<file path="config.mk">
export PLATFORM = sky130hd
export DESIGN_NAME = bmp_psd_queue
export DESIGN_NICKNAME = d
export VERILOG_FILES = /design/src/rtl/bmp_pixel_stream_decoder_top_macros.svh /design/src/rtl/bmp_psd_pkg.sv /design/src/rtl/bmp_psd_queue.sv
export SDC_FILE = /design/constraint.sdc
export NUM_CORES = 1
export LEC_CHECK = 0
export BUFFER_PORTS_ARGS = -buffer_cell sky130_fd_sc_hd__buf_2
export CAP_MARGIN = 5
export CORE_MARGIN = 4
export CORE_UTILIZATION = 30
export CTS_CLUSTER_SIZE = 14
export DETAILED_ROUTE_END_ITERATION = 10
export GPL_ROUTABILITY_DRIVEN = 0
export PLACE_DENSITY = 0.52
export SLEW_MARGIN = 25
export SYNTH_ARGS = -nofsm -noshare
export SYNTH_HDL_FRONTEND = slang
export SYNTH_SLANG_ARGS = --single-unit
export TNS_END_PERCENT = 30
</file>
<file path="constraint.sdc">
create_clock -name i_clk -period 2.6 [get_ports i_clk]
set_input_delay 0.26 -clock i_clk [delete_from_list [all_inputs] [get_ports i_clk]]
set_output_delay 0.26 -clock i_clk [all_outputs]
set_load 0.005 [all_outputs]
</file>
<file path="src/rtl/bmp_pixel_stream_decoder_top_macros.svh">
// Assertion macros used by the bitmap pixel decoder back end.
// Included by bmp_psd_back, which checks its own logic; needs nothing else.
`ifndef BMP_PIXEL_STREAM_DECODER_TOP_MACROS_SVH
`define BMP_PIXEL_STREAM_DECODER_TOP_MACROS_SVH

// Consequent must hold in the same cycle as the antecedent.
`define BMP_ASSERT_SAME(label, clk, rst_n, ante, cons, msg) \
    label: assert property (@(posedge clk) disable iff (!rst_n) (ante) |-> (cons)) \
        else $error(msg);

// Consequent must hold in the cycle after the antecedent.
`define BMP_ASSERT_NEXT(label, clk, rst_n, ante, cons, msg) \
    label: assert property (@(posedge clk) disable iff (!rst_n) (ante) |=> (cons)) \
        else $error(msg);

`endif

</file>
<file path="src/rtl/bmp_psd_pkg.sv">
// Types and constants of the bitmap pixel stream decoder.
// Used by the front, queue, back and top level; depends on nothing.
package bmp_psd_pkg;

    localparam int unsigned SIDE_W      = 14;
    localparam int unsigned POS_W       = 16;
    localparam int unsigned MAX_SIDE    = 8192;
    localparam int unsigned QUEUE_DEPTH = 4;
    localparam int unsigned QPTR_W      = 2;

    localparam logic [23:0] MAGENTA = 24'hFF00FF;

    // pixel format register codes
    localparam logic [2:0] FMT_BPP1 = 3'd0;
    localparam logic [2:0] FMT_BPP2 = 3'd1;
    localparam logic [2:0] FMT_BPP4 = 3'd2;
    localparam logic [2:0] FMT_BPP8 = 3'd3;
    localparam logic [2:0] FMT_BGR  = 3'd4;
    localparam logic [2:0] FMT_BGRX = 3'd5;

    // log2 of bits per palette index
    localparam logic [1:0] LBPP_1 = 2'd0;
    localparam logic [1:0] LBPP_2 = 2'd1;
    localparam logic [1:0] LBPP_4 = 2'd2;
    localparam logic [1:0] LBPP_8 = 2'd3;

    // register indexes
    localparam logic [1:0] REG_FORMAT = 2'd0;
    localparam logic [1:0] REG_WIDTH  = 2'd1;
    localparam logic [1:0] REG_HEIGHT = 2'd2;

    typedef enum logic [1:0] {
        CMD_PAL_WRITE,
        CMD_PAL_PIXELS,
        CMD_DIRECT
    } t_cmd_kind;

    typedef struct packed {
        logic [2:0]        fmt;
        logic [SIDE_W-1:0] width;
        logic [SIDE_W-1:0] height;
    } t_cfg;

    typedef struct packed {
        t_cmd_kind         kind;
        logic [1:0]        lbpp;
        logic [7:0]        data;
        logic [2:0]        cnt_m1;
        logic [SIDE_W-1:0] col;
        logic [SIDE_W-1:0] row;
        logic              last_row;
        logic [23:0]       rgb;
    } t_cmd;

endpackage

</file>
<file path="src/rtl/bmp_psd_queue.sv">
// Short command queue between the front and back ends.
// Uses bmp_psd_pkg.
module bmp_psd_queue (
    input  logic              i_clk,
    input  logic              i_rst_n,
    input  logic              i_push,
    input  bmp_psd_pkg::t_cmd i_cmd,
    output logic              o_full,
    output logic              o_valid,
    output bmp_psd_pkg::t_cmd o_cmd,
    input  logic              i_pop
);
    import bmp_psd_pkg::*;

    t_cmd              r_mem [QUEUE_DEPTH];
    logic [QPTR_W-1:0] r_wr, n_wr;
    logic [QPTR_W-1:0] r_rd, n_rd;
    logic [QPTR_W:0]   r_count, n_count;
    logic              do_push;
    logic              do_pop;

    assign o_full  = r_count == (QPTR_W+1)'(QUEUE_DEPTH);
    assign o_valid = r_count != '0;
    assign o_cmd   = r_mem[r_rd];
    assign do_push = i_push && !o_full;
    assign do_pop  = i_pop && o_valid;

    always_comb begin
        n_wr    = do_push ? (r_wr + 1'b1) : r_wr;
        n_rd    = do_pop ? (r_rd + 1'b1) : r_rd;
        n_count = r_count + (QPTR_W+1)'(do_push) - (QPTR_W+1)'(do_pop);
    end

    always_ff @(posedge i_clk) begin
        if (!i_rst_n) begin
            r_wr    <= '0;
            r_rd    <= '0;
            r_count <= '0;
        end else begin
            r_wr    <= n_wr;
            r_rd    <= n_rd;
            r_count <= n_count;
        end
    end

    always_ff @(posedge i_clk) begin
        if (do_push) begin
            r_mem[r_wr] <= i_cmd;
        end
    end
endmodule

</file>
# Yosys cells after proc, flatten, opt, wreduce, memory -nomap -nowiden
# Memories as Yosys holds them, arrays and structs flattened. A register that Yosys moved wholly into a read port is not among the register bits.
# Index checks and enable logic that the tools add are counted.
op_classes:
  n_addsub: 4
  n_eq_ne: 1
  mux: 4
  n_reduce_logical: 4
op_table:
  columns: ["op", "count"]
  rows:
  - ["$add A2 B1 Y2 const B", 2]
  - ["$mux W2", 2]
  - ["$add A3 B1 Y3", 1]
  - ["$eq A3 B3 Y1 const B", 1]
  - ["$reduce_bool A3 Y1", 1]
  - ["$sub A3 B1 Y3", 1]
  - ["$logic_and A1 B1 Y1", 2]
  - ["$mux W1", 2]
  - ["$logic_not A1 Y1", 1]
word_totals:
  reg_bits: 7
  ramBits: 272
  inputBits: 72
  output_inout_bits: 70
  wordCells: 17
  n_memories: 1
memory_table:
  columns: ["name", "words", "width", "read_ports", "rd_clocked_by_memory_dff", "wr", "line", "source"]
  rows:
  - ["r_mem", 4, 68, 1, 1, 1, "bmp_psd_queue.sv:15", "t_cmd r_mem [QUEUE_DEPTH];"]

# Depth between registers and ports, before layout
logic_depth:
  ltp_word: 5
  ltp_mapped: 12
  mapped_depth_nobuf: 11

# Worst setup path after synthesis
# Ideal clock, no wire load.
synth_timing:
  path_kind: "reg-to-reg"
  from: "reg r_count[1]"
  to: "mem r_mem[2][0] (netlist name), enable pin"
  setup_ns: 0.433
  arrival_ns: 2.484
  required_ns: 2.167
  setup_slack_ns: -0.318
  path_stages_with_launch: 5
  path_buffers: 1
  period_less_slack_ns: 2.918
  cell_sequence: "dfxtp_1 nor3b_1 nor2b_1 clkbuf_1 and2_1"
synth_between:
  elab_chain_cells: 5
synth_rtl:
  columns: ["element", "line", "source"]
  rows:
  - ["from (decl)", "bmp_psd_queue.sv:18", "logic [QPTR_W:0] r_count, n_count;"]
  - ["from (signal assigned)", "bmp_psd_queue.sv:42", "r_count <= n_count;"]
  - ["$eq A3 B3 Y1", "bmp_psd_queue.sv:22", "assign o_full = r_count == (QPTR_W+1)'(QUEUE_DEPTH);"]
  - ["via o_full", "bmp_psd_queue.sv:8", "output logic o_full,"]
  - ["$logic_not A1 Y1", "bmp_psd_queue.sv:25", "assign do_push = i_push && !o_full;"]
  - ["$logic_and A1 B1 Y1", "bmp_psd_queue.sv:25", null]
  - ["$mux W1", "bmp_psd_queue.sv:47", "if (do_push) begin"]
  - ["$mux W1 (not written as such)", "bmp_psd_queue.sv:48", "r_mem[r_wr] <= i_cmd;"]
  - ["to (decl)", "bmp_psd_queue.sv:15", null]
# The timed path passes the listed nets, and every way through them passes these cells.

==> key figures <==
Floorplan
  • Row Count: 67
  • Initial Utilization: 30.6%
  • Die X: 193 µm
  • Die ar.: 37400 µm²
  • Ports: 142
  • Die H: 193 µm
  • Core ar.: 33700 µm²

Drt
  • Vias per cell: 4.35
  • DRT Pass-1 Iters: 4
  • DR DRC count: 0
  • DR WL/cell: 18.4 µm
  • Final WL: 20.3 mm
  • Via count of the routed design: 4815
  • DR iter-0 viols: 221
  • Routed Antenna Nets: 0

Clocking
  • Cells resized by post-CTS repair: 0
  • CTS Root Cell: clkbuf_16
  • Setup Fix Bufs, Post-CTS: 0
  • H-Tree Depth: 1
  • Worst-path clk slew: 0.06 ns
  • Clock sinks: 281
  • CTS tree: built
  • CTS Buf Count: 28
  • Clk Latency, worst-skew pair: 0.54 ns
  • Bufs on Longest Clock Path: 3

Critical path
  • CP bufs+invs: 2
  • R2R Path End: r_count[2]$_SDFF_PN0_
  • Slowest stage delay, CP: 0.56 ns
  • Worst EP required: 2.34 ns
  • R2R Path Start: r_count[2]$_SDFF_PN0_
  • R2R cell count: 11
  • Instance count on the critical path: 3
  • Crit path max fanout: 30
  • Crit path arrival time: 2.13 ns
  • Critical path endpoint category: primary output
  • Reg2Reg Setup Slack: 0.28 ns
  • WS Path Type: flop to primary output
  • Worst path slowest cell: mux4_2
  • CP top delay family: multiplexers
  • Worst Setup EP: o_cmd[8]
  • Cells along the critical path: buf_12, mux4_2, buf_2
  • Crit path launch type: flop

Global route
  • Initial antenna violation count: 0
  • Largest net degree at the start of global routing: 45
  • Total GRT Usage: 10.8%
  • Number of global-route vias before repair: 5525
  • Grt total ovfl: 0
  • First-pass GRT wire length: 32.2 mm

STA
  • FMAX: 0.419 GHz
  • Setup TNS Final: 0 ns
  • Final Critical Period: 2.39 ns
  • # setup viols final: 0
  • Relative slew margins: 67.3%
  • Fin. Hold Viols: 0
  • Final worst slack: 0.211 ns
  • Unrepaired setup endpoints after global routing: false
  • Worst-Margin Slew: 0.484 ns
  • Period utilization: 91.9%
  • Clk_skew: 0.0163 ns
  • Slew Viols, Final: 0
  • Worst hold slack: 0.0598 ns

Final layout
  • Fill count: 3057
  • Non-filler instance count after layout: 1107
  • Area delta synth->final: 28.2%
  • Final nets: 717
  • N_diodes: 0
  • Share of layout cells above drive strength 1: 40.5%

Yosys
  • Multiplexer share of the synthesized area: 15.1%
  • Post-synthesis compound-gate area fraction: 0.170%
  • Synthesized area: 10300 µm²
  • Post-synthesis xor/xnor area fraction: 0.340%
  • Post-synthesis sequential area ratio: 81.0%
  • Main combinational cell family by area after synthesis: multiplexers
  • Syn nets: 483
  • #FFs+latches synth: 281
  • Post-Synthesis Cells: 404
  • Avg Inst Size Synth: 25.5 µm²
  • Netlist cell types: 20
  • Adder-Cell Fraction of Synth Area: 0.923%
  • Simple-gate share of the synthesized area: 0.947%
  • Yosys warns: 0

Placement
  • Port bufs: 141
  • HPWL Detailed: 12.3 mm
  • DP Worst Slack: 0.261 ns
  • Placed cells: 988

Pwr
  • Pwr dens: 915 nW/µm²
  • Peak VDD IR: 0.558 mV
  • Pleak: 4.42 nW
  • Pwr Total: 12.1 mW

Run status
  • Outcome: finished, final reports clean

Job
  • Max_cap viols: 0

Hold path
  • Hold Crit Class: input port to flop
-- final cells by class --
cell class / count / area [µm²] / share of cell area, %
Clock inverter: 14 / 150 / 1.14
Tap cell: 448 / 561 / 4.24
Inverter: 5 / 18.8 / 0.142
Sequential cell: 281 / 8360 / 63.2
Clock buffer: 37 / 756 / 5.72
Timing Repair Buffer: 222 / 1570 / 11.9
Multi-Input combinational cell: 100 / 1810 / 13.7
-- registers in the layout (all words and copies together) (netlist names), named ones only --
signal   count
r_mem      272
r_count      3
r_rd         2
r_wr         2
-- worst min-delay path by stage --
stage / from / end / cells past startpoint
2_1_floorplan: i_cmd[0] / r_mem[0][0]$_DFFE_PP_ / 0
3_3_place_gp: i_cmd[36] / r_mem[3][36]$_DFFE_PP_ / 1
3_5_place_dp: i_cmd[18] / r_mem[2][18]$_DFFE_PP_ / 1
4_1_cts: i_rst_n / flop / 2
5_1_grt: i_rst_n / flop / 2
6_report: i_rst_n / flop / 2
-- where the power goes --
| group | internal, mW | switching, mW | leakage [nW] |
|---|---|---|---|
| Clock | 2.33 | 1.59 | 0.428 |
| Combinational | 1.33 | 1.17 | 1.43 |
| Sequential | 5.49 | 0.178 | 2.57 |
-- layer usage --
layer / global-route usage [%] / part of all wire (%) / vias up
met5: 0 / 0 / -
met4: 2.81 / 2.7 / 0
met3: 2.57 / 5.1 / 39
met2: 18.7 / 51 / 111
met1: 13.6 / 41 / 2485
li1: - / - / 2180
-- through the flow --
stage	area, µm²	util, %
after floorplan	10300	-
after global routing	13200	39.2
final	13200	39.2
after CTS	13200	39.2
after detailed placement	11600	34.5
after global placement	11600	34.5
-- cells by family after synthesis --
family          after synthesis
compound gates                2
xor+xnor                      4
fa+ha+maj                     7
buf+inv                      23
flops                       281
mux                          70
simple gates                 17
-- cells in the mapped netlist --
| cell | count | area (µm²) |
|---|---|---|
| mux2i_1 | 2 | 20.0 |
| buf_2 | 4 | 20.0 |
| clkbuf_1 | 6 | 22.5 |
| nor2b_1 | 4 | 25.0 |
| mux4_2 | 68 | 1530 |
| buf_4 | 4 | 30.0 |
| ha_1 | 6 | 75.1 |
| fa_1 | 1 | 20.0 |
| and2_1 | 7 | 43.8 |
| xnor2_1 | 4 | 35.0 |
| o31a_1 | 1 | 8.76 |
| or3_1 | 1 | 6.26 |
| o311ai_0 | 1 | 8.76 |
| nand2_1 | 4 | 15.0 |
| buf_6 | 1 | 11.3 |
| edfxtp_1 | 272 | 8170 |
| nor3b_1 | 1 | 7.51 |
| buf_12 | 3 | 60.1 |
| dfxtp_1 | 9 | 180 |
| inv_1 | 5 | 18.8 |
-- repair_timing --
item | 4_1_cts | 5_1_grt
setup endpoints to repair | 0 | 0
hold endpoints to repair | 272 | 0
hold buffers | 68 | 0
-- cells in the final DEF (no fill, tap or decap), types with 5 or more instances in the layout --
cell type      count
edfxtp_1         272
buf_2            141
mux4_2            68
dlygate4sd3_1     68
clkbuf_16         29
clkbuf_1           8
buf_12             7
dfxtp_1            7
ha_1               6
buf_4              6
inv_1              5
Note: power is estimated with default switching activity, not from simulation.
