**config.mk**
```make
export PLATFORM = sky130hd
export DESIGN_NAME = bmp_psd_front_flat
export DESIGN_NICKNAME = d
export VERILOG_FILES = /design/src/rtl/bmp_pixel_stream_decoder_top_macros.svh /design/src/rtl/bmp_psd_pkg.sv /design/src/rtl/bmp_psd_in_if.sv /design/src/rtl/bmp_psd_front.sv /design/src/flat_wrapper.sv
export SDC_FILE = /design/constraint.sdc
export NUM_CORES = 1
export LEC_CHECK = 0
export ABC_AREA = 1
export BUFFER_PORTS_ARGS = -buffer_cell sky130_fd_sc_hd__buf_4
export CAP_MARGIN = 30
export CELL_PAD_IN_SITES_DETAIL_PLACEMENT = 0
export CELL_PAD_IN_SITES_GLOBAL_PLACEMENT = 1
export CORE_MARGIN = 5
export CORE_UTILIZATION = 36
export DETAILED_ROUTE_END_ITERATION = 8
export HOLD_SLACK_MARGIN = 0.02
export PLACE_DENSITY_LB_ADDON = 0.1
export SLEW_MARGIN = 15
export SYNTH_ARGS = -nofsm -noshare
export SYNTH_HDL_FRONTEND = slang
export SYNTH_SLANG_ARGS = --single-unit
```
**constraint.sdc**
```tcl
create_clock -name i_clk -period 4.3 [get_ports i_clk]
set_clock_uncertainty 0.2 [all_clocks]
set_input_delay 0.43 -clock i_clk [delete_from_list [all_inputs] [get_ports i_clk]]
set_output_delay 0.43 -clock i_clk [all_outputs]
set_load 0.05 [all_outputs]
```
**src/rtl/bmp_pixel_stream_decoder_top_macros.svh**
```systemverilog
// Assertion macros used by the bitmap pixel decoder back end.
// Included by bmp_psd_back, which checks its own logic; needs nothing else.
`ifndef BMP_PIXEL_STREAM_DECODER_TOP_MACROS_SVH
`define BMP_PIXEL_STREAM_DECODER_TOP_MACROS_SVH

// Consequent must hold in the same cycle as the antecedent.
`define BMP_ASSERT_SAME(label, clk, rst_n, ante, cons, msg) \
    label: assert property (@(posedge clk) disable iff (!rst_n) (ante) |-> (cons)) \
        else $error(msg);

// Consequent must hold in the cycle after the antecedent.
`define BMP_ASSERT_NEXT(label, clk, rst_n, ante, cons, msg) \
    label: assert property (@(posedge clk) disable iff (!rst_n) (ante) |=> (cons)) \
        else $error(msg);

`endif

```
**src/rtl/bmp_psd_pkg.sv**
```systemverilog
// Types and constants of the bitmap pixel stream decoder.
// Used by the front, queue, back and top level; depends on nothing.
package bmp_psd_pkg;

    localparam int unsigned SIDE_W      = 14;
    localparam int unsigned POS_W       = 16;
    localparam int unsigned MAX_SIDE    = 8192;
    localparam int unsigned QUEUE_DEPTH = 4;
    localparam int unsigned QPTR_W      = 2;

    localparam logic [23:0] MAGENTA = 24'hFF00FF;

    // pixel format register codes
    localparam logic [2:0] FMT_BPP1 = 3'd0;
    localparam logic [2:0] FMT_BPP2 = 3'd1;
    localparam logic [2:0] FMT_BPP4 = 3'd2;
    localparam logic [2:0] FMT_BPP8 = 3'd3;
    localparam logic [2:0] FMT_BGR  = 3'd4;
    localparam logic [2:0] FMT_BGRX = 3'd5;

    // log2 of bits per palette index
    localparam logic [1:0] LBPP_1 = 2'd0;
    localparam logic [1:0] LBPP_2 = 2'd1;
    localparam logic [1:0] LBPP_4 = 2'd2;
    localparam logic [1:0] LBPP_8 = 2'd3;

    // register indexes
    localparam logic [1:0] REG_FORMAT = 2'd0;
    localparam logic [1:0] REG_WIDTH  = 2'd1;
    localparam logic [1:0] REG_HEIGHT = 2'd2;

    typedef enum logic [1:0] {
        CMD_PAL_WRITE,
        CMD_PAL_PIXELS,
        CMD_DIRECT
    } t_cmd_kind;

    typedef struct packed {
        logic [2:0]        fmt;
        logic [SIDE_W-1:0] width;
        logic [SIDE_W-1:0] height;
    } t_cfg;

    typedef struct packed {
        t_cmd_kind         kind;
        logic [1:0]        lbpp;
        logic [7:0]        data;
        logic [2:0]        cnt_m1;
        logic [SIDE_W-1:0] col;
        logic [SIDE_W-1:0] row;
        logic              last_row;
        logic [23:0]       rgb;
    } t_cmd;

endpackage

```
**src/rtl/bmp_psd_in_if.sv**
```systemverilog
// Input channel of the bitmap pixel decoder: palette writes and pixel bytes.
// Valid/ready handshake; no dependencies.
interface bmp_psd_in_if;
    logic       valid;
    logic       ready;
    logic       mode;
    logic [7:0] data_byte;
    logic [7:0] palette_index;
    logic [7:0] palette_red;
    logic [7:0] palette_green;
    logic [7:0] palette_blue;

    modport source (
        output valid, mode, data_byte, palette_index, palette_red, palette_green,
               palette_blue,
        input  ready
    );
    modport sink (
        input  valid, mode, data_byte, palette_index, palette_red, palette_green,
               palette_blue,
        output ready
    );
endinterface

```
**src/rtl/bmp_psd_front.sv**
```systemverilog
// Front end: takes input requests, tracks row and pixel position; palette writes and
// requests with pixels become back-end commands. Uses bmp_psd_pkg, bmp_psd_in_if.
module bmp_psd_front (
    input  logic              i_clk,
    input  logic              i_rst_n,
    input  bmp_psd_pkg::t_cfg i_cfg,
    bmp_psd_in_if.sink        i_pix,
    input  logic              i_full,
    output logic              o_push,
    output bmp_psd_pkg::t_cmd o_cmd
);
    import bmp_psd_pkg::*;

    logic [POS_W-1:0]  r_pos, n_pos;
    logic [SIDE_W-1:0] r_rpd, n_rpd;
    logic [SIDE_W-1:0] r_rows, n_rows;
    logic [1:0]        r_phase, n_phase;
    logic [15:0]       r_pend, n_pend;

    logic              accept;
    logic [SIDE_W-1:0] rows_cur;
    logic [SIDE_W-1:0] row_idx;
    logic              last_row;
    logic              in_row;
    logic [SIDE_W-1:0] avail;
    logic [3:0]        per;
    logic [3:0]        pal_cnt;
    logic              is_pal_fmt;
    logic [2:0]        bpx;
    logic [SIDE_W+2:0] w_ext;
    logic [SIDE_W+2:0] data_bytes;
    logic [SIDE_W+2:0] stride_ext;
    logic [POS_W-1:0]  stride;
    logic [POS_W-1:0]  pos_inc;
    logic              end_row;
    logic              emit_direct;
    logic              has_pixels;

    assign i_pix.ready = !i_full;
    assign accept      = i_pix.valid && !i_full;

    always_comb begin
        rows_cur   = (r_rows >= i_cfg.height) ? '0 : r_rows;
        row_idx    = i_cfg.height - SIDE_W'(1) - rows_cur;
        last_row   = ({1'b0, rows_cur} + (SIDE_W+1)'(1)) == {1'b0, i_cfg.height};
        in_row     = r_rpd < i_cfg.width;
        avail      = in_row ? (i_cfg.width - r_rpd) : '0;
        per        = 4'd8 >> i_cfg.fmt[1:0];
        pal_cnt    = (avail > SIDE_W'(per)) ? per : avail[3:0];
        is_pal_fmt = i_cfg.fmt <= FMT_BPP8;
        bpx        = (i_cfg.fmt == FMT_BGR) ? 3'd3 : 3'd4;

        w_ext = (SIDE_W+3)'(i_cfg.width);
        unique case (i_cfg.fmt)
            FMT_BPP1: data_bytes = (w_ext + (SIDE_W+3)'(7)) >> 3;
            FMT_BPP2: data_bytes = (w_ext + (SIDE_W+3)'(3)) >> 2;
            FMT_BPP4: data_bytes = (w_ext + (SIDE_W+3)'(1)) >> 1;
            FMT_BPP8: data_bytes = w_ext;
            FMT_BGR:  data_bytes = w_ext + (w_ext << 1);
            default:  data_bytes = w_ext << 2;
        endcase
        // round up to a whole word
        stride_ext = (data_bytes + (SIDE_W+3)'(3)) & ~(SIDE_W+3)'(3);
        stride     = stride_ext[POS_W-1:0];
        pos_inc    = r_pos + POS_W'(1);
        end_row    = pos_inc >= stride;

        emit_direct = !is_pal_fmt && in_row && (r_phase == 2'd2);
        has_pixels  = is_pal_fmt ? (pal_cnt != 4'd0) : emit_direct;
    end

    always_comb begin
        n_pos   = r_pos;
        n_rpd   = r_rpd;
        n_rows  = r_rows;
        n_phase = r_phase;
        n_pend  = r_pend;
        if (accept && i_pix.mode) begin
            n_rows = rows_cur;
            n_pos  = pos_inc;
            if (is_pal_fmt) begin
                n_rpd = r_rpd + SIDE_W'(pal_cnt);
            end else if (in_row) begin
                unique case (r_phase)
                    2'd0:    n_pend[7:0]  = i_pix.data_byte;
                    2'd1:    n_pend[15:8] = i_pix.data_byte;
                    2'd2:    n_rpd        = r_rpd + SIDE_W'(1);
                    default: ;  // stray fourth byte: drop it
                endcase
                n_phase = (({1'b0, r_phase} + 3'd1) < bpx) ? (r_phase + 2'd1) : 2'd0;
            end
            if (end_row) begin
                n_pos   = '0;
                n_rpd   = '0;
                n_phase = '0;
                n_pend  = '0;
                n_rows  = (({1'b0, rows_cur} + (SIDE_W+1)'(1)) >= {1'b0, i_cfg.height}) ?
                          '0 : (rows_cur + SIDE_W'(1));
            end
        end
    end

    always_comb begin
        o_push       = accept && (!i_pix.mode || has_pixels);
        o_cmd.kind   = !i_pix.mode ? CMD_PAL_WRITE : (is_pal_fmt ? CMD_PAL_PIXELS : CMD_DIRECT);
        o_cmd.lbpp   = i_cfg.fmt[1:0];
        o_cmd.data   = i_pix.mode ? i_pix.data_byte : i_pix.palette_index;
        o_cmd.cnt_m1 = is_pal_fmt ? 3'(pal_cnt - 4'd1) : 3'd0;
        o_cmd.col    = r_rpd;
        o_cmd.row    = row_idx;
        o_cmd.last_row = last_row;
        o_cmd.rgb    = i_pix.mode ? {i_pix.data_byte, r_pend[15:8], r_pend[7:0]} :
                       {i_pix.palette_red, i_pix.palette_green, i_pix.palette_blue};
    end

    always_ff @(posedge i_clk) begin
        if (!i_rst_n) begin
            r_pos   <= '0;
            r_rpd   <= '0;
            r_rows  <= '0;
            r_phase <= '0;
            r_pend  <= '0;
        end else begin
            r_pos   <= n_pos;
            r_rpd   <= n_rpd;
            r_rows  <= n_rows;
            r_phase <= n_phase;
            r_pend  <= n_pend;
        end
    end
endmodule

```
**src/flat_wrapper.sv**
```systemverilog
// flat-port wrapper written by rule: the top's interface ports become plain ports
module bmp_psd_front_flat import bmp_psd_pkg::*;
  (i_clk, i_rst_n, i_cfg, i_full, o_push, o_cmd, i_pix_valid, i_pix_mode, i_pix_data_byte, i_pix_palette_index, i_pix_palette_red, i_pix_palette_green, i_pix_palette_blue, i_pix_ready);
  bmp_psd_in_if i_pix_i ();
  input  logic i_clk;
  input  logic i_rst_n;
  input  bmp_psd_pkg::t_cfg i_cfg;
  input  logic i_full;
  output logic o_push;
  output bmp_psd_pkg::t_cmd o_cmd;
  input wire logic [$bits(i_pix_i.valid)-1:0] i_pix_valid;
  input wire logic [$bits(i_pix_i.mode)-1:0] i_pix_mode;
  input wire logic [$bits(i_pix_i.data_byte)-1:0] i_pix_data_byte;
  input wire logic [$bits(i_pix_i.palette_index)-1:0] i_pix_palette_index;
  input wire logic [$bits(i_pix_i.palette_red)-1:0] i_pix_palette_red;
  input wire logic [$bits(i_pix_i.palette_green)-1:0] i_pix_palette_green;
  input wire logic [$bits(i_pix_i.palette_blue)-1:0] i_pix_palette_blue;
  output wire logic [$bits(i_pix_i.ready)-1:0] i_pix_ready;
  assign i_pix_i.valid = i_pix_valid;
  assign i_pix_i.mode = i_pix_mode;
  assign i_pix_i.data_byte = i_pix_data_byte;
  assign i_pix_i.palette_index = i_pix_palette_index;
  assign i_pix_i.palette_red = i_pix_palette_red;
  assign i_pix_i.palette_green = i_pix_palette_green;
  assign i_pix_i.palette_blue = i_pix_palette_blue;
  assign i_pix_ready = i_pix_i.ready;
  bmp_psd_front u_core (.i_clk(i_clk), .i_rst_n(i_rst_n), .i_cfg(i_cfg), .i_pix(i_pix_i), .i_full(i_full), .o_push(o_push), .o_cmd(o_cmd));
endmodule
```
# == Yosys cells after proc, flatten, opt, wreduce, memory -nomap -nowiden ==
# Index checks and enable logic that the tools add are counted.
# classes
eq_ne,8
reduce_logical,21
multipliers,0
n_lt_le_gt_ge,7
shift,1
muxes,27
div_mod_pow,0
bitwise_logic,0
n_addsub,16
# op_table
op,count
$mux 14,8
$pmux 16 s5,1
$mux 16,4
$add 14x1->15 const B,2
$add 14x1->14 const B,2
$sub 14x14->14,2
$mux 24,1
$mux 8,3
$add 14x15->16,1
$add 16x1->16 const B,1
$add 16x2->16 const B,1
$ge 16x16->1,1
$add 14x2->15 const B,1
$add 14x3->15 const B,1
$eq 15x14->1,1
$ge 15x14->1,1
$add 14x4->14,1
$ge 14x14->1,1
$gt 14x4->1,1
$lt 14x14->1,1
$sub 14x1->14 const B,1
$mux 2,6
$reduce_and 4->1,2
$eq 3x2->1 const B,2
23 further kinds,34
# totals
mem_count,0
ramBits,0
latchBits,0
reg_bits,62
output_inout_bits,70
elab_cells,86
romBits,0

# == Longest topological paths before layout ==
# depth
ltp_word,8
depth_mapped,34
ltp_nobuf,34

# == Worst setup path before layout ==
# OpenSTA, ideal clock, no wires.
# synth_timing
path_kind,flip-flop to flip-flop
from,register u_core.r_rpd[0]
to,register u_core.r_rpd[12]
setup_time_ns,0.132
n_path_buf,0
synth_period_minus_slack_ns,5.268
slack_ns,-0.968
arrival_ns,4.936
stages_incl_launch_ff,33
path_cell_list,dfxtp_1 > ha_1 > inv_1 > fa_1 > nand3_1 > nand3_1 > nand2_1 > nand3_1 > nand2_1 > nand2_1 > nand2_1 > inv_1 > nand2_1 > nor2_1 > ha_1 > nand2_1 > nor2_1 > o22ai_1 > nand2_1 > o21ai_0 > nor2_1 > inv_1 > ha_1 > inv_1 > fa_1 > nor2_1 > nor2_1 > o21bai_1 > nand2_1 > nor3_1 > nand2_1 > o21ai_0 > a21oi_1
# synth_between
elab_chain_cells,7
# synth_lines
item,line_no,text
start: declaration,bmp_psd_front.sv:15,"logic [SIDE_W-1:0] r_rpd, n_rpd;"
start signal: assignment,bmp_psd_front.sv:125,r_rpd <= n_rpd;
$sub 14x14->14 / $lt 14x14->1 (equally long branches),"bmp_psd_front.sv:47, bmp_psd_front.sv:46",
$mux 14,bmp_psd_front.sv:47,avail = in_row ? (i_cfg.width - r_rpd) : '0;
$gt 14x4->1,bmp_psd_front.sv:49,pal_cnt = (avail > SIDE_W'(per)) ? per : avail[3:0];
$mux 4,bmp_psd_front.sv:49,
$add 14x4->14,bmp_psd_front.sv:82,n_rpd = r_rpd + SIDE_W'(pal_cnt);
$mux 14,bmp_psd_front.sv:81,if (is_pal_fmt) begin
$mux 14,bmp_psd_front.sv:92,if (end_row) begin
# Several ways; a longest one is shown, not always the timed one. The select of a mux whose other input is x is not followed.
# A chain may end at the register's enable or synchronous reset.

# == Worst setup path after layout ==
# layout_timing
from,input port i_cfg[14] (netlist bit)
to,register u_core.r_rpd[10]
# layout_between
elab_chain_cells,7
# layout_lines
item,line_no,text
start: declaration,flat_wrapper.sv:7,input bmp_psd_pkg::t_cfg i_cfg;
"parallel branches: the longest is 7 deep, another holds $add 14x15->16",n/a,
# Several ways; the timed one is not identified.

==> run_results.csv <==
group,metric,value,unit
sta,fmax,0.228,GHz
drt,avgViaCountPerCell,4.95,
worst_setup_path,worst_ep_arrival_time,4.47,ns
drt,drt_wl_total,34600,um
drt,wl_per_cell,14.6,um
drt,dr.first_iter.drc_count,616,
layout,fin_nets,2225,
worst_setup_path,max_stage_delay,0.36,ns
drt,detail-route-antenna-nets,0,
floorplanning,io_pins,146,
sta,period_share,102,%
worst_setup_path,path_buf_inv,7,
clock_tree,numClockSinks,62,
sta,rsz0062_at_grt,"true",
floorplanning,die_area,28200,um^2
job,cap_violations,0,
placed_design,dp_cells,2294,
clock_tree,cts.clk_slew.worst_paths,0.06,ns
layout,layout_commonest_cell,"buf_4",
worst_setup_path,crit_family,"simple AND/OR/NAND/NOR gates",
synth,avgSynthCellArea,5.77,um^2
layout,layout_common_cells,"buf_4 (457), nand2_1 (384), inv_1 (206), a21oi_1 (104), nor2_1 (100)",
power_and_ir_drop,vdd_drop_max,0.159,mV
clock_tree,cts.htree.levels,3,
layout,final_cells,2367,
power_and_ir_drop,p_per_area,192,nW/um^2
worst_setup_path,cp_slowest_cell,"fa_2",
placed_design,gp_congestion,0.918,
sta,period_needed,4.39,ns
floorplanning,dieHeight,168,um
worst_setup_path,cp.required,4.38,ns
synth,synth_nets,1743,
synth,async_reset_ff_share,0,%
global_route,grt_antenna_before_repair,0,
floorplanning,die_w,168,um
worst_setup_path,critPathKind,"input pin to register",
power_and_ir_drop,p_leak,7.58,nW
layout,syn_to_final_growth,71.9,%
sta,tns,-0.238,ns
clock_tree,clk_path_buf_depth,2,
layout,fill_cells,2291,
global_route,grt_max_degree,35,
synth,synth_edf_count,0,
clock_tree,root_buffer,"clkbuf_16",
sta,worstMarginPinSlew,0.710,ns
layout,diodes,0,
floorplanning,start_util,36.7,%
worst_setup_path,cp-start-kind,"input pin",
clock_tree,hold_buffers,0,
sta,hold_viol_final,0,
drt,first_pass_iters,5,
sta,setup_viol,4,
global_route,grt_pass1_vias,11083,
synth,synth_cell_types,47,
synth,yosysWarningCount,0,
synth,ys.flop_type,"dfxtp_1",
synth,synthesis.area,8970,um^2
sta,setup_slack,-0.0864,ns
layout,layout-drive-gt1-share,43.4,%
global_route,grt_pass1_wl,53500,um
layout,fin_util,63.1,%
global_route,grt.overflow.total,0,
hold_path,min_path_type,"input pin to register",
clock_tree,clk_latency,0.34,ns
sta,worst_slew_margin_rel,52.4,%
synth,ys_seq_elements,62,
sta,drv_slew,0,
placed_design,dpl.hpwl,27000,um
placed_design,io_buffers,145,
drt,drcViolationCount,0,
worst_setup_path,path_max_fanout,4,
floorplanning,row_count,57,
status,violations,"setup timing",
synth,synthCells,1556,
placed_design,place_ws,-0.674,ns
clock_tree,numCtsBuffers,9,
floorplanning,coreArea,24500,um^2
status,outcome,"finished, violations left",
clock_tree,cts_tree,"built",
synth,seq_area_frac_synth,13.8,%
worst_setup_path,cp_common_cell,"nand2_2",
global_route,grt_usage,22.6,%
worst_setup_path,cp-end-kind,"register",
drt,num_vias,11725,
==> kinds of logic after synthesis <==
family / after synthesis / share of synthesized area, %
compound gates: 252 / 15.2
xor+xnor: 46 / 4.49
flops: 62 / 13.8
buf+inv: 287 / 12.4
fa+ha+maj: 111 / 15.8
simple gates: 798 / 38.3
==> cell type report <==
cell class	count	area, um^2	share of cell area (%)
flip-flops and latches	62	1290	8.39
inverters	253	987	6.40
clock inverters	6	67.6	0.438
multi-input cells	1207	8380	54.3
clock buffers	10	250	1.62
repair buffers	505	4040	26.2
well taps	324	405	2.63
==> path summary, 6_finish.rpt <==
check / from / to / slack, ns / depth (start not counted)
setup / recovery: i_cfg[14] / u_core.r_rpd[10]$_SDFFE_PN0P_ / -0.09 / 34
hold / removal: i_pix_data_byte[5] / u_core.r_pend[13]$_SDFFE_PN0P_ / 0.26 / 5
setup reg to reg: u_core.r_rpd[0]$_SDFFE_PN0P_ / u_core.r_rpd[10]$_SDFFE_PN0P_ / -0.08 / 31
hold reg to reg: u_core.r_pend[1]$_SDFFE_PN0P_ / u_core.r_pend[1]$_SDFFE_PN0P_ / 0.27 / 2
==> registers in the layout (all words and copies together) (netlist names) <==
register	cells
u_core.r_rpd	14
u_core.r_pos	16
u_core.r_pend	16
u_core.r_rows	14
u_core.r_phase	2
==> what timing repair did <==
action,in CTS,in global routing
pin swaps,55,158
endpoints found under the setup margin,67,71
cloned,0,2
resized for setup,122,319
setup buffers,16,43
==> stage by stage <==
| step | cell area, um^2 | hold slack [ns] | power, W |
|---|---|---|---|
| 6_report | 15400 | 0.262 | 0.00297 |
| 3_5_place_dp | 12800 | 0.255 | 0.00190 |
| 5_1_grt | 15400 | 0.280 | 0.00314 |
| 4_1_cts | 13800 | 0.259 | 0.00277 |
| 2_1_floorplan | 9140 | 0.241 | 0.00134 |
| 3_3_place_gp | 12800 | 0.248 | 0.00189 |
==> routing by layer <==
layer	part of all wire (%)	track usage, %	wire length (um)
met3	4.7	3.61	1610
met5	0	0	0
met2	49	38.6	16900
met4	0.87	4.34	301
met1	46	30.2	15700
==> cells in the mapped netlist, types with 5 or more instances <==
| master | count | area [um^2] |
|---|---|---|
| a21oi_1 | 136 | 681 |
| o21bai_1 | 5 | 37.5 |
| xor2_1 | 36 | 315 |
| nor2_1 | 143 | 537 |
| o21a_1 | 5 | 37.5 |
| nor2_4 | 8 | 90.1 |
| dfxtp_1 | 62 | 1240 |
| xnor2_1 | 10 | 87.6 |
| inv_1 | 242 | 908 |
| a31oi_1 | 5 | 31.3 |
| buf_2 | 8 | 40.0 |
| o211ai_1 | 6 | 45.0 |
| nand3_1 | 109 | 546 |
| nand4_1 | 33 | 206 |
| a22oi_1 | 8 | 60.1 |
| inv_2 | 8 | 30.0 |
| nand2_1 | 451 | 1690 |
| clkbuf_1 | 18 | 67.6 |
| nand3b_1 | 6 | 45.0 |
| buf_4 | 5 | 37.5 |
| nor2_2 | 6 | 37.5 |
| nor3_1 | 19 | 95.1 |
| o21ai_0 | 71 | 355 |
| ha_1 | 107 | 1340 |
==> report_power, final <==
group / switching [W] / internal, W / leakage, nW
clock: 0.000295 / 0.000486 / 0.150
combinational: 0.000906 / 0.000693 / 6.92
sequential: 0.00000987 / 0.000579 / 0.514
total: 0.00121 / 0.00176 / 7.58
==> worst register-to-register path, delay by kind of cell (launching register included) <==
family / cells / cell delay [ns]
flip-flops: 1 / 0.37
AO/OA/AOI/OAI: 5 / 0.81
AND/OR/NAND/NOR: 17 / 1.53
buffers and inverters: 4 / 0.19
adder cells (fa/ha/maj): 5 / 1.24
(Power assumes the default switching activity.)
